[src/sv/gdr_pkg.sv]
// Shared types, constants and helpers of the grid ray caster.
// No dependencies; the controller, datapath and top files refer to it by scoped names.
package gdr_pkg;

  // Default geometry and fixed point
  localparam int MAP_SIZE_DEF  = 32;
  localparam int FRAC_BITS_DEF = 16;

  // Configuration port
  localparam int CFG_IDX_W  = 3;
  localparam int CFG_DATA_W = 21;

  localparam logic [CFG_IDX_W-1:0] REG_POS_X = 3'd0;
  localparam logic [CFG_IDX_W-1:0] REG_POS_Y = 3'd1;
  localparam logic [CFG_IDX_W-1:0] REG_DIR_X = 3'd2;
  localparam logic [CFG_IDX_W-1:0] REG_DIR_Y = 3'd3;
  localparam logic [CFG_IDX_W-1:0] REG_SCR_W = 3'd4;
  localparam logic [CFG_IDX_W-1:0] REG_SCR_H = 3'd5;

  // Reset values of the camera and screen registers
  localparam logic [20:0]        POS_X_RST = 21'd1441792;
  localparam logic [20:0]        POS_Y_RST = 21'd786432;
  localparam logic signed [17:0] DIR_X_RST = -18'sd65536;
  localparam logic signed [17:0] DIR_Y_RST = 18'sd0;
  localparam logic [11:0]        SCR_W_RST = 12'd1024;
  localparam logic [11:0]        SCR_H_RST = 12'd768;
  localparam logic [11:0]        SCR_MAX   = 12'd2048;

  // Input item kinds
  localparam logic KIND_WRITE = 1'b0;
  localparam logic KIND_CAST  = 1'b1;

  typedef struct packed {
    logic        kind;
    logic [4:0]  cell_col;
    logic [4:0]  cell_row;
    logic [3:0]  cell_code;
    logic [10:0] column;
  } in_item_t;

  typedef struct packed {
    logic [10:0] out_column;
    logic [10:0] draw_start;
    logic [10:0] draw_end;
    logic [7:0]  red;
    logic [7:0]  green;
    logic [7:0]  blue;
    logic        y_side;
    logic        hit;
  } out_item_t;

  // Datapath operations issued by the controller
  typedef enum logic [5:0] {
    OP_NONE, OP_DIV_CAMX, OP_CAP_CAMX, OP_MUL_KC, OP_T, OP_MUL_DYT, OP_RX,
    OP_MUL_DXT, OP_RY, OP_MUL_RX2, OP_ACC, OP_MUL_RY2, OP_SQ_INIT, OP_SQ_STEP,
    OP_DIV_NX, OP_CAP_NX, OP_DIV_NY, OP_CAP_NY, OP_DIV_DX, OP_CAP_DX,
    OP_DIV_DY, OP_CAP_DY, OP_MUL_SXH, OP_SXH, OP_MUL_SXL, OP_SXL,
    OP_MUL_SYH, OP_SYH, OP_MUL_SYL, OP_SYL, OP_STEP, OP_DIST, OP_DIV_SPAN,
    OP_CAP_SPAN, OP_FIN, OP_MISS
  } op_e;

  typedef struct packed {
    op_e  op;
    logic take;   // input beat accepted this cycle
  } cmd_t;

  typedef struct packed {
    logic in_valid;
    logic in_kind;
    logic div_done;
    logic sq_done;
    logic len_zero;
    logic cam_oob;
    logic step_lim;
    logic oob;
    logic code_nz;
    logic out_free;
  } status_t;

  // Wall colour by code, packed as {red, green, blue}
  function automatic logic [23:0] color_f(input logic [3:0] code);
    logic [23:0] c;
    case (code)
      4'd1:    c = 24'hFF0000;
      4'd2:    c = 24'h00FF00;
      4'd3:    c = 24'h0000FF;
      4'd4:    c = 24'hFFFFFF;
      4'd5:    c = 24'hFF00FF;
      default: c = 24'hFFFF00;
    endcase
    return c;
  endfunction

endpackage

[src/sv/gdr_ctrl.sv]
// Sequencer of the ray caster: steps the datapath through one cast.
// Depends on gdr_pkg for the command and status structs.
module gdr_ctrl (
  input  logic             clk_i,
  input  logic             rst_ni,
  input  gdr_pkg::status_t status_i,
  output gdr_pkg::cmd_t    cmd_o,
  output logic             in_ready_o
);

  typedef enum logic [5:0] {
    S_IDLE, S_CAMX_GO, S_CAMX_WAIT, S_MUL_KC, S_T, S_MUL_DYT, S_RX, S_MUL_DXT,
    S_RY, S_MUL_RX2, S_ACC, S_MUL_RY2, S_SQ_INIT, S_SQ_STEP, S_LEN_CHK,
    S_NX_GO, S_NX_WAIT, S_NY_GO, S_NY_WAIT, S_DX_GO, S_DX_WAIT, S_DY_GO,
    S_DY_WAIT, S_MUL_SXH, S_SXH, S_MUL_SXL, S_SXL, S_MUL_SYH, S_SYH,
    S_MUL_SYL, S_SYL, S_STEP, S_TEST, S_DIST, S_SPAN_GO, S_SPAN_WAIT,
    S_HIT_OUT, S_MISS_OUT
  } state_e;

  state_e         state_q, state_d;
  gdr_pkg::op_e   op;

  assign in_ready_o = (state_q == S_IDLE);
  assign cmd_o.take = in_ready_o && status_i.in_valid;
  assign cmd_o.op   = op;

  // Next state and the operation of the current state
  always_comb begin
    state_d = state_q;
    op      = gdr_pkg::OP_NONE;
    case (state_q)
      S_IDLE: begin
        if (status_i.in_valid && status_i.in_kind == gdr_pkg::KIND_CAST) begin
          state_d = S_CAMX_GO;
        end
      end
      S_CAMX_GO:   begin op = gdr_pkg::OP_DIV_CAMX; state_d = S_CAMX_WAIT; end
      S_CAMX_WAIT: begin
        op = gdr_pkg::OP_CAP_CAMX;
        if (status_i.div_done) state_d = S_MUL_KC;
      end
      S_MUL_KC:  begin op = gdr_pkg::OP_MUL_KC;  state_d = S_T;       end
      S_T:       begin op = gdr_pkg::OP_T;       state_d = S_MUL_DYT; end
      S_MUL_DYT: begin op = gdr_pkg::OP_MUL_DYT; state_d = S_RX;      end
      S_RX:      begin op = gdr_pkg::OP_RX;      state_d = S_MUL_DXT; end
      S_MUL_DXT: begin op = gdr_pkg::OP_MUL_DXT; state_d = S_RY;      end
      S_RY:      begin op = gdr_pkg::OP_RY;      state_d = S_MUL_RX2; end
      S_MUL_RX2: begin op = gdr_pkg::OP_MUL_RX2; state_d = S_ACC;     end
      S_ACC:     begin op = gdr_pkg::OP_ACC;     state_d = S_MUL_RY2; end
      S_MUL_RY2: begin op = gdr_pkg::OP_MUL_RY2; state_d = S_SQ_INIT; end
      S_SQ_INIT: begin op = gdr_pkg::OP_SQ_INIT; state_d = S_SQ_STEP; end
      S_SQ_STEP: begin
        op = gdr_pkg::OP_SQ_STEP;
        if (status_i.sq_done) state_d = S_LEN_CHK;
      end
      S_LEN_CHK: begin
        state_d = (status_i.len_zero || status_i.cam_oob) ? S_MISS_OUT : S_NX_GO;
      end
      S_NX_GO:   begin op = gdr_pkg::OP_DIV_NX; state_d = S_NX_WAIT; end
      S_NX_WAIT: begin
        op = gdr_pkg::OP_CAP_NX;
        if (status_i.div_done) state_d = S_NY_GO;
      end
      S_NY_GO:   begin op = gdr_pkg::OP_DIV_NY; state_d = S_NY_WAIT; end
      S_NY_WAIT: begin
        op = gdr_pkg::OP_CAP_NY;
        if (status_i.div_done) state_d = S_DX_GO;
      end
      S_DX_GO:   begin op = gdr_pkg::OP_DIV_DX; state_d = S_DX_WAIT; end
      S_DX_WAIT: begin
        op = gdr_pkg::OP_CAP_DX;
        if (status_i.div_done) state_d = S_DY_GO;
      end
      S_DY_GO:   begin op = gdr_pkg::OP_DIV_DY; state_d = S_DY_WAIT; end
      S_DY_WAIT: begin
        op = gdr_pkg::OP_CAP_DY;
        if (status_i.div_done) state_d = S_MUL_SXH;
      end
      S_MUL_SXH: begin op = gdr_pkg::OP_MUL_SXH; state_d = S_SXH;     end
      S_SXH:     begin op = gdr_pkg::OP_SXH;     state_d = S_MUL_SXL; end
      S_MUL_SXL: begin op = gdr_pkg::OP_MUL_SXL; state_d = S_SXL;     end
      S_SXL:     begin op = gdr_pkg::OP_SXL;     state_d = S_MUL_SYH; end
      S_MUL_SYH: begin op = gdr_pkg::OP_MUL_SYH; state_d = S_SYH;     end
      S_SYH:     begin op = gdr_pkg::OP_SYH;     state_d = S_MUL_SYL; end
      S_MUL_SYL: begin op = gdr_pkg::OP_MUL_SYL; state_d = S_SYL;     end
      S_SYL:     begin op = gdr_pkg::OP_SYL;     state_d = S_STEP;    end
      // grid walk: step, then test the cell read back
      S_STEP: begin
        if (status_i.step_lim) begin
          state_d = S_MISS_OUT;
        end else begin
          op      = gdr_pkg::OP_STEP;
          state_d = S_TEST;
        end
      end
      S_TEST: begin
        if (status_i.oob)          state_d = S_MISS_OUT;
        else if (status_i.code_nz) state_d = S_DIST;
        else                       state_d = S_STEP;
      end
      S_DIST:    begin op = gdr_pkg::OP_DIST;     state_d = S_SPAN_GO; end
      S_SPAN_GO: begin op = gdr_pkg::OP_DIV_SPAN; state_d = S_SPAN_WAIT; end
      S_SPAN_WAIT: begin
        op = gdr_pkg::OP_CAP_SPAN;
        if (status_i.div_done) state_d = S_HIT_OUT;
      end
      S_HIT_OUT: begin
        op = gdr_pkg::OP_FIN;
        if (status_i.out_free) state_d = S_IDLE;
      end
      S_MISS_OUT: begin
        op = gdr_pkg::OP_MISS;
        if (status_i.out_free) state_d = S_IDLE;
      end
      default: state_d = S_IDLE;
    endcase
  end

  always_ff @(posedge clk_i or negedge rst_ni) begin
    if (!rst_ni) begin
      state_q <= S_IDLE;
    end else begin
      state_q <= state_d;
    end
  end

endmodule

[config.mk]
export PLATFORM = sky130hd
export DESIGN_NAME = gdr_ctrl
export DESIGN_NICKNAME = d
export VERILOG_FILES = /design/src/sv/gdr_pkg.sv /design/src/sv/gdr_ctrl.sv
export SDC_FILE = /design/constraint.sdc
export NUM_CORES = 1
export LEC_CHECK = 0
export ABC_AREA = 1
export BUFFER_PORTS_ARGS = -buffer_cell sky130_fd_sc_hd__buf_2
export CAP_MARGIN = 20
export CORE_UTILIZATION = 50
export CTS_BUF_LIST = sky130_fd_sc_hd__clkbuf_4
export DETAILED_ROUTE_END_ITERATION = 12
export PLACE_DENSITY = 0.74
export SYNTH_ARGS = -nofsm -noshare
export SYNTH_HDL_FRONTEND = slang
export SYNTH_SLANG_ARGS = --single-unit
[constraint.sdc]
create_clock -name clk_i -period 1.35 [get_ports clk_i]
set_input_delay 0.27 -clock clk_i [delete_from_list [all_inputs] [get_ports clk_i]]
set_output_delay 0.27 -clock clk_i [all_outputs]
set_load 0.02 [all_outputs]
==> results of run 1 <==
[per-stage QoR]
step           TNS [ns]  utilization, %  area [um2]
4_1_cts          -5.075           88.33        1733
3_5_place_dp     -3.824           78.95        1549
3_3_place_gp     -3.258           78.95        1549
2_1_floorplan   -0.7237               -        1162
[cells by family after synthesis]
family          after synthesis  share of synthesized area, %
simple gates                134                         64.17
buf+inv                      23                         10.83
compound gates               18                         10.71
flops                         6                         14.29
[metal layers]
layer / GRT usage [%] / overflow
met1: 68.16 / 0
met2: 92.16 / 10
met3: 55.09 / 0
met4: 79.44 / 7
met5: 7.500 / 0
[synth_stat cells, drive strengths merged]
| library cell | n |
|---|---|
| buf | 3 |
| a31o | 1 |
| o22ai | 1 |
| o21bai | 2 |
| a21oi | 3 |
| nor4 | 1 |
| o21ai | 7 |
| dfrtp | 6 |
| inv | 19 |
| or2 | 1 |
| o311a | 1 |
| clkbuf | 1 |
| nand4 | 4 |
| o21a | 1 |
| nor3 | 4 |
| nor3b | 2 |
| a211oi | 1 |
| nand3 | 27 |
| nand2 | 66 |
| o211ai | 1 |
| nor2 | 27 |
| nand3b | 2 |
[timing repair]
action                                  4_1_cts
resized for setup                            27
endpoints found under the setup margin       14
setup buffers                                 7
hold buffers                                  1
pin swaps                                    13
hold endpoints to repair                      6
==> metrics.md, run 1 <==
| Metric | Value |
|---|---|
| Status | aborted with a tool error |
| Last stage | 5_1_grt |
| Log Error | [ERROR GRT-0232] Routing congestion too high. Check the congestion heatmap in the GUI. |
| Yosys warnings | 0 |
| Post-DP HPWL | 3269 um |
| Clk root buf | clkbuf_4 |
| GR Overflow Total | 17 |
| Number of I/O port buffers | 19 |
| Worst EP post-GRT repair | cmd_o[2] |
| Placed instance count | 262 |
| Top cells by area, synth | nand2_1, dfrtp_1, nand3_1 |
| All-layer global routing usage | 72.02% |
| Synth area leader | nand2_1 |
| Worst-path end type | top-level output |
| Die Wd | 47.85 um |
| Mean Syn Cell Area | 5.807 um2 |
| Largest net degree at the start of global routing | 12 |
| Row cnt | 16 |
| Unique masters post-synth | 32 |
| Starting Density | 53.57% |
| Yosys reg bits | 6 |
| Post-synth top area share | 20.36% |
| Synth Net Count | 193 |
| Setup WS pre-CTS | -0.3829 ns |
| Worst-case clock buffer depth | 2 |
| Sequential area share after synthesis | 14.29% |
| Syn Std Cell Area | 1051 um2 |
| Syn Inst Count | 181 |
| Final GP Congestion | 1.032 |
| CTS buffer count | 3 |
| H-tree Lvls | 1 |
| Die Span Y | 47.85 um |
| Clock Sinks | 6 |
| Ports | 20 |
==> inputs of run 2 (changes only) <==
--- a/config.mk
+++ b/config.mk
@@ -8,10 +8,10 @@
 export ABC_AREA = 1
 export BUFFER_PORTS_ARGS = -buffer_cell sky130_fd_sc_hd__buf_2
 export CAP_MARGIN = 20
-export CORE_UTILIZATION = 50
-export CTS_BUF_LIST = sky130_fd_sc_hd__clkbuf_4
+export CORE_AREA = 2 2 63 65
 export DETAILED_ROUTE_END_ITERATION = 12
-export PLACE_DENSITY = 0.74
+export DIE_AREA = 0 0 65 67
+export PLACE_DENSITY_LB_ADDON = 0.15
 export SYNTH_ARGS = -nofsm -noshare
 export SYNTH_HDL_FRONTEND = slang
 export SYNTH_SLANG_ARGS = --single-unit
==> constraint.sdc (replaced) <==
create_clock -name clk_i -period 1.8 [get_ports clk_i]
set_input_delay 0.36 -clock clk_i [delete_from_list [all_inputs] [get_ports clk_i]]
set_output_delay 0.36 -clock clk_i [all_outputs]
set_load 0.02 [all_outputs]
==> run 2 against run 1 <==
  * Area after synthesis stayed put
  * Synthesized cell count stayed put
  * The flow now finishes, with violations (setup timing)
==> metrics.md, run 2 <==
| Metric | Value |
|---|---|
| Status | complete, but fails checks |
| Crit-path leading delay family | simple AND/OR/NAND/NOR gates |
| Failing checks | setup timing |
| Commonest cells after routing, fill and taps aside | nand2_1, buf_4, nand3_1 |
| DRT Wirelength | 4055 um |
| Worst slew margin | 81.90% |
| Area Growth Syn to Fin | 68.33% |
| Clock Sinks | 6 (unchanged) |
| Syn Std Cell Area | 1051 um2 (unchanged) |
| Vias in the first global route | 1408 |
| Setup crit end kind | output pin |
| RSZ-0062 raised after global routing | true |
| H-tree Lvls | 1 (unchanged) |
| Diodes inserted | 0 |
| Final nets | 254 |
| Worst path max stage delay | 0.42 ns |
| Total die area | 4355 um2 |
| Largest net degree at the start of global routing | 10 |
| Die Wd | 65 um (+36%) |
| Max_cap viols | 0 |
| Worst slew pin tran | 0.2694 ns |
| Commonest non-fill, non-tap cell in the layout | nand2_1 |
| CTS buffer count | 3 (unchanged) |
| DR iter-0 viols | 75 |
| Max reg flops | 6 |
| Setup TNS | -0.9544 ns |
| Most common cell on crit path | buf_6 |
| CTS tree | built |
| First-pass GRT wire length | 6617 um |
| Crit start category | register |
| Hold WS | 0.4939 ns |
| CP required | 1.44 ns |
| Final instance area | 1769 um2 |
| FF-to-FF setup slack | 0.11 ns |
| Tmin final | 1.961 ns |
| Setup WS pre-CTS | -0.02775 ns (+0.3552 ns) |
| Drt drc | 0 |
| Fin. max-slew vios | 0 |
| Number of fill cells | 356 |
| WP data arrival | 1.60 ns |
| Setup slack after layout | -0.1614 ns |
| Worst skew pair latency | 0.22 ns |
| Initial antenna violation count | 0 |
| Largest registers | state_q: 6 flops |
| Clk root buf | clkbuf_8 |
| Worst-case clock buffer depth | 2 (unchanged) |
| Sequential area share after synthesis | 14.29% (unchanged) |
| Synth area leader | nand2_1 |
| Fin crit share | 109.0% |
| CP Buf/Inv Count | 2 |
| Syn Inst Count | 181 (unchanged) |
| GR Overflow Total | 0 |
| Vias post-DR | 1443 |
| Ports | 20 (unchanged) |
| Unique masters post-synth | 32 (unchanged) |
| Via density | 5.010 |
| Biggest register | state_q |
| Cell area power density | 1675 nW/um2 |
| Pleak | 0.9427 nW |
| Starting Density | 29.15% (-24 points) |
| Yosys warnings | 0 (unchanged) |
| Post-DP HPWL | 3062 um (-6.4%) |
| Final GP Congestion | 0.9623 (-6.7%) |
| CTS clk-pin slew, worst paths | 0.04 ns |
| Placed instance count | 274 (+4.6%) |
| Row cnt | 22 (+6) |
| Layout cells sized above 1 | 52.08% |
| Fmax | 509.8 MHz |
| Top_reg_cell synth | dfrtp_1 |
| Clock Skew | 0.001125 ns |
| Most frequent cell after synthesis | nand2_1 |
| HP Class | input pin to asynchronous set/reset pin |
| All-layer global routing usage | 20.09% |
| Post-Layout Cell Count | 288 |
| Routed len/inst | 14.08 um |
| VDD IR max | 646.9 uV |
| Antenna Nets Post-Route | 0 |
| Mean Syn Cell Area | 5.807 um2 (unchanged) |
| Yosys reg bits | 6 (unchanged) |
| Post-synth top cells | nand2_1, nand3_1, nor2_1, inv_1 |
| CORE AREA | 3606 um2 |
| CP Class | register to output pin |
| EDFF count, synth | 0 (unchanged) |
| Async set-or-reset flop fraction in the synthesized netlist | 100.0% (unchanged) |
| Post-DP Area | 1391 um2 (-10%) |
| Die Span Y | 67 um (+40%) |
| Synth Net Count | 193 (unchanged) |
| Number of I/O port buffers | 19 (unchanged) |
| Top cells by area, synth | nand2_1, dfrtp_1, nand3_1 |
| CP max-delay cell | dfrtp_1 |
| Crit-path cells | buf_6, nor2_4, nand2_1, o21ai_0, nor2_1, nand3_1, buf_6 |
| Post-synth top area share | 20.36% (unchanged) |
| Worst setup startpoint | state_q[2] |
| First-pass DRT Iterations | 4 |
| Worst-path maximum fanout | 7 |
| Final setup viols | 8 |
| Final Hold Vio Count | 0 |
| Worst flop-to-flop path startpoint | state_q[2] |
[run 2: cell counts after synthesis]
No cell type changed its count.
[run 2: worst paths after layout]
kind                            cells after the start    endpoint
worst max register to register                     11  state_q[2]
worst min register to register                      2  state_q[0]
min in group clk_i                                  5  state_q[5]
max in group asynchronous                           2  state_q[1]
worst min-delay path                                2  state_q[2]
worst max-delay path                                7    cmd_o[1]
[run 2: repair_timing]
item | CTS | global route
hold endpoints to repair | 6 | 0
resized for setup | 56 | 19
pin swaps | 11 | 12
hold buffers | 1 | 0
endpoints found under the setup margin | 8 | 8
buffers inserted | 6 | 3
gates cloned | 1 | 0
[run 2: power breakdown]
part,internal (mW),total (mW),switching (mW)
logic,1.03,2.44,1.42
clock network,0.143,0.198,0.0543
registers,0.202,0.321,0.120
total,1.37,2.96,1.59
[run 2: final cells by class]
type	count	area (um2)	share of cell area, %
Inverter	19	83.83	4.738
Timing Repair Buffer	60	466.7	26.38
Multi-Input combinational cell	152	962.2	54.38
Clock buffer	3	41.29	2.334
Tap cell	48	60.06	3.395
Sequential cell	6	155.1	8.769
[run 2: metrics by stage]
step | power, mW | util (%)
finish | 2.963 | 49.06
global route | 3.187 | 49.06
CTS | 2.768 | 46.29
detailed placement | 2.132 | 38.58
global placement | 2.167 | 38.58
floorplan | 1.530 | -
[run 2: worst register-to-register path, stage by stage, from the launching register on]
cell and delay [ns]:
dfrtp_1 0.42, buf_6 0.16, buf_6 0.12, nor2_4 0.19, buf_4 0.15, nand3_1 0.09, nand2_1 0.10, nor2_1 0.05
nor2_1 0.11, nor2_2 0.07, nand2_1 0.08, nand2_1 0.05
[run 2: cell families after synthesis]
group | after synthesis | synth area share (%)
buffers and inverters | 23 | 10.83
AO/OA/AOI/OAI | 18 | 10.71
flip-flops | 6 | 14.29
AND/OR/NAND/NOR | 134 | 64.17
[run 2: routing by layer]
| layer | track usage, % | wire, um | up-vias |
|---|---|---|---|
| met1 | 25.73 | 1661 | 623 |
| li1 | - | - | 729 |
| met3 | 3.885 | 341 | 10 |
| met2 | 33.76 | 1975 | 81 |
| met4 | 6.383 | 76 | 0 |
| met5 | 0 | 0 | - |
(Power assumes the default switching activity.)
==> inputs of run 3 (changes only) <==
--- a/config.mk
+++ b/config.mk
@@ -8,9 +8,10 @@
 export ABC_AREA = 1
 export BUFFER_PORTS_ARGS = -buffer_cell sky130_fd_sc_hd__buf_2
 export CAP_MARGIN = 20
-export CORE_AREA = 2 2 63 65
+export CELL_PAD_IN_SITES_DETAIL_PLACEMENT = 2
+export CELL_PAD_IN_SITES_GLOBAL_PLACEMENT = 2
+export CORE_UTILIZATION = 28
 export DETAILED_ROUTE_END_ITERATION = 12
-export DIE_AREA = 0 0 65 67
 export PLACE_DENSITY_LB_ADDON = 0.15
 export SYNTH_ARGS = -nofsm -noshare
 export SYNTH_HDL_FRONTEND = slang
==> run 3 against run 2 <==
  * The run now fails in 4_1_cts
  * Area after synthesis unchanged
  * Synthesized cell count unchanged
==> metrics.md, run 3 <==
| Metric | Value |
|---|---|
| Status | aborted with a tool error |
| Last stage | 4_1_cts |
| Log Error | [ERROR DPL-0033] detailed placement checks failed during check placement. |
| Worst-case clock buffer depth | 2 (unchanged) |
| EDFF count, synth | 0 (unchanged) |
| Post-CTS Hold Fix Bufs | 1 (unchanged) |
| Mean Syn Cell Area | 5.807 um2 (unchanged) |
| Synth Area in XOR/XNOR | 0% (unchanged) |
| Sequential area share after synthesis | 14.29% (unchanged) |
| Synth Area in Adders | 0% (unchanged) |
| Cts repair resizes | 61 (+8.9%) |
| Placed instance count | 275 (+0.36%) |
| Final GP Congestion | 0.9229 (-4.1%) |
| Unique masters post-synth | 32 (unchanged) |
| Post-Synth Simple-Gate Area | 64.17% (unchanged) |
| Top_reg_cell synth | dfrtp_1 |
| Mux contribution to synthesized area | 0% (unchanged) |
| Yosys reg bits | 6 (unchanged) |
| Synth area leader | nand2_1 |
| Row cnt | 21 (-4.5%) |
| Largest family of logic cells by synthesized area | simple AND/OR/NAND/NOR gates |
| Most frequent cell after synthesis | nand2_1 |
| Setup bufs post-CTS | 20 (+14) |
| CTS buffer count | 3 (unchanged) |
| Clk root buf | clkbuf_8 |
| Die Wd | 63.27 um (-2.7%) |
| Post-synth top cells | nand2_1, nand3_1, nor2_1, inv_1 |
| Syn Std Cell Area | 1051 um2 (unchanged) |
| Synth Net Count | 193 (unchanged) |
| Async set-or-reset flop fraction in the synthesized netlist | 100.0% (unchanged) |
| H-tree Lvls | 1 (unchanged) |
| Die Span Y | 63.27 um (-5.6%) |
| Ports | 20 (unchanged) |
| Syn Inst Count | 181 (unchanged) |
| Post-DP HPWL | 4528 um (+48%) |
| Starting Density | 30.30% (+1.2 points) |
| Compound-Gate Fraction of Synth Area | 10.71% (unchanged) |
| Post-synth top area share | 20.36% (unchanged) |
| Yosys warnings | 0 (unchanged) |
| Number of I/O port buffers | 19 (unchanged) |
| Clock Sinks | 6 (unchanged) |
| Top cells by area, synth | nand2_1, dfrtp_1, nand3_1 |
run 3: cell counts after synthesis:
No cell type changed its count.
run 3: cell families after synthesis:
family | after synthesis
AND/OR/NAND/NOR | 134
buffers and inverters | 23
AO/OA/AOI/OAI | 18
flip-flops | 6
run 3: metrics by stage:
step	util [%]	setup slack [ns]	hold WS [ns]	instance area, um2
detailed placement	40.69	-0.2031	0.1908	1411
global placement	40.69	-0.2219	0.1865	1411
floorplan	-	0.1141	0.06441	1051
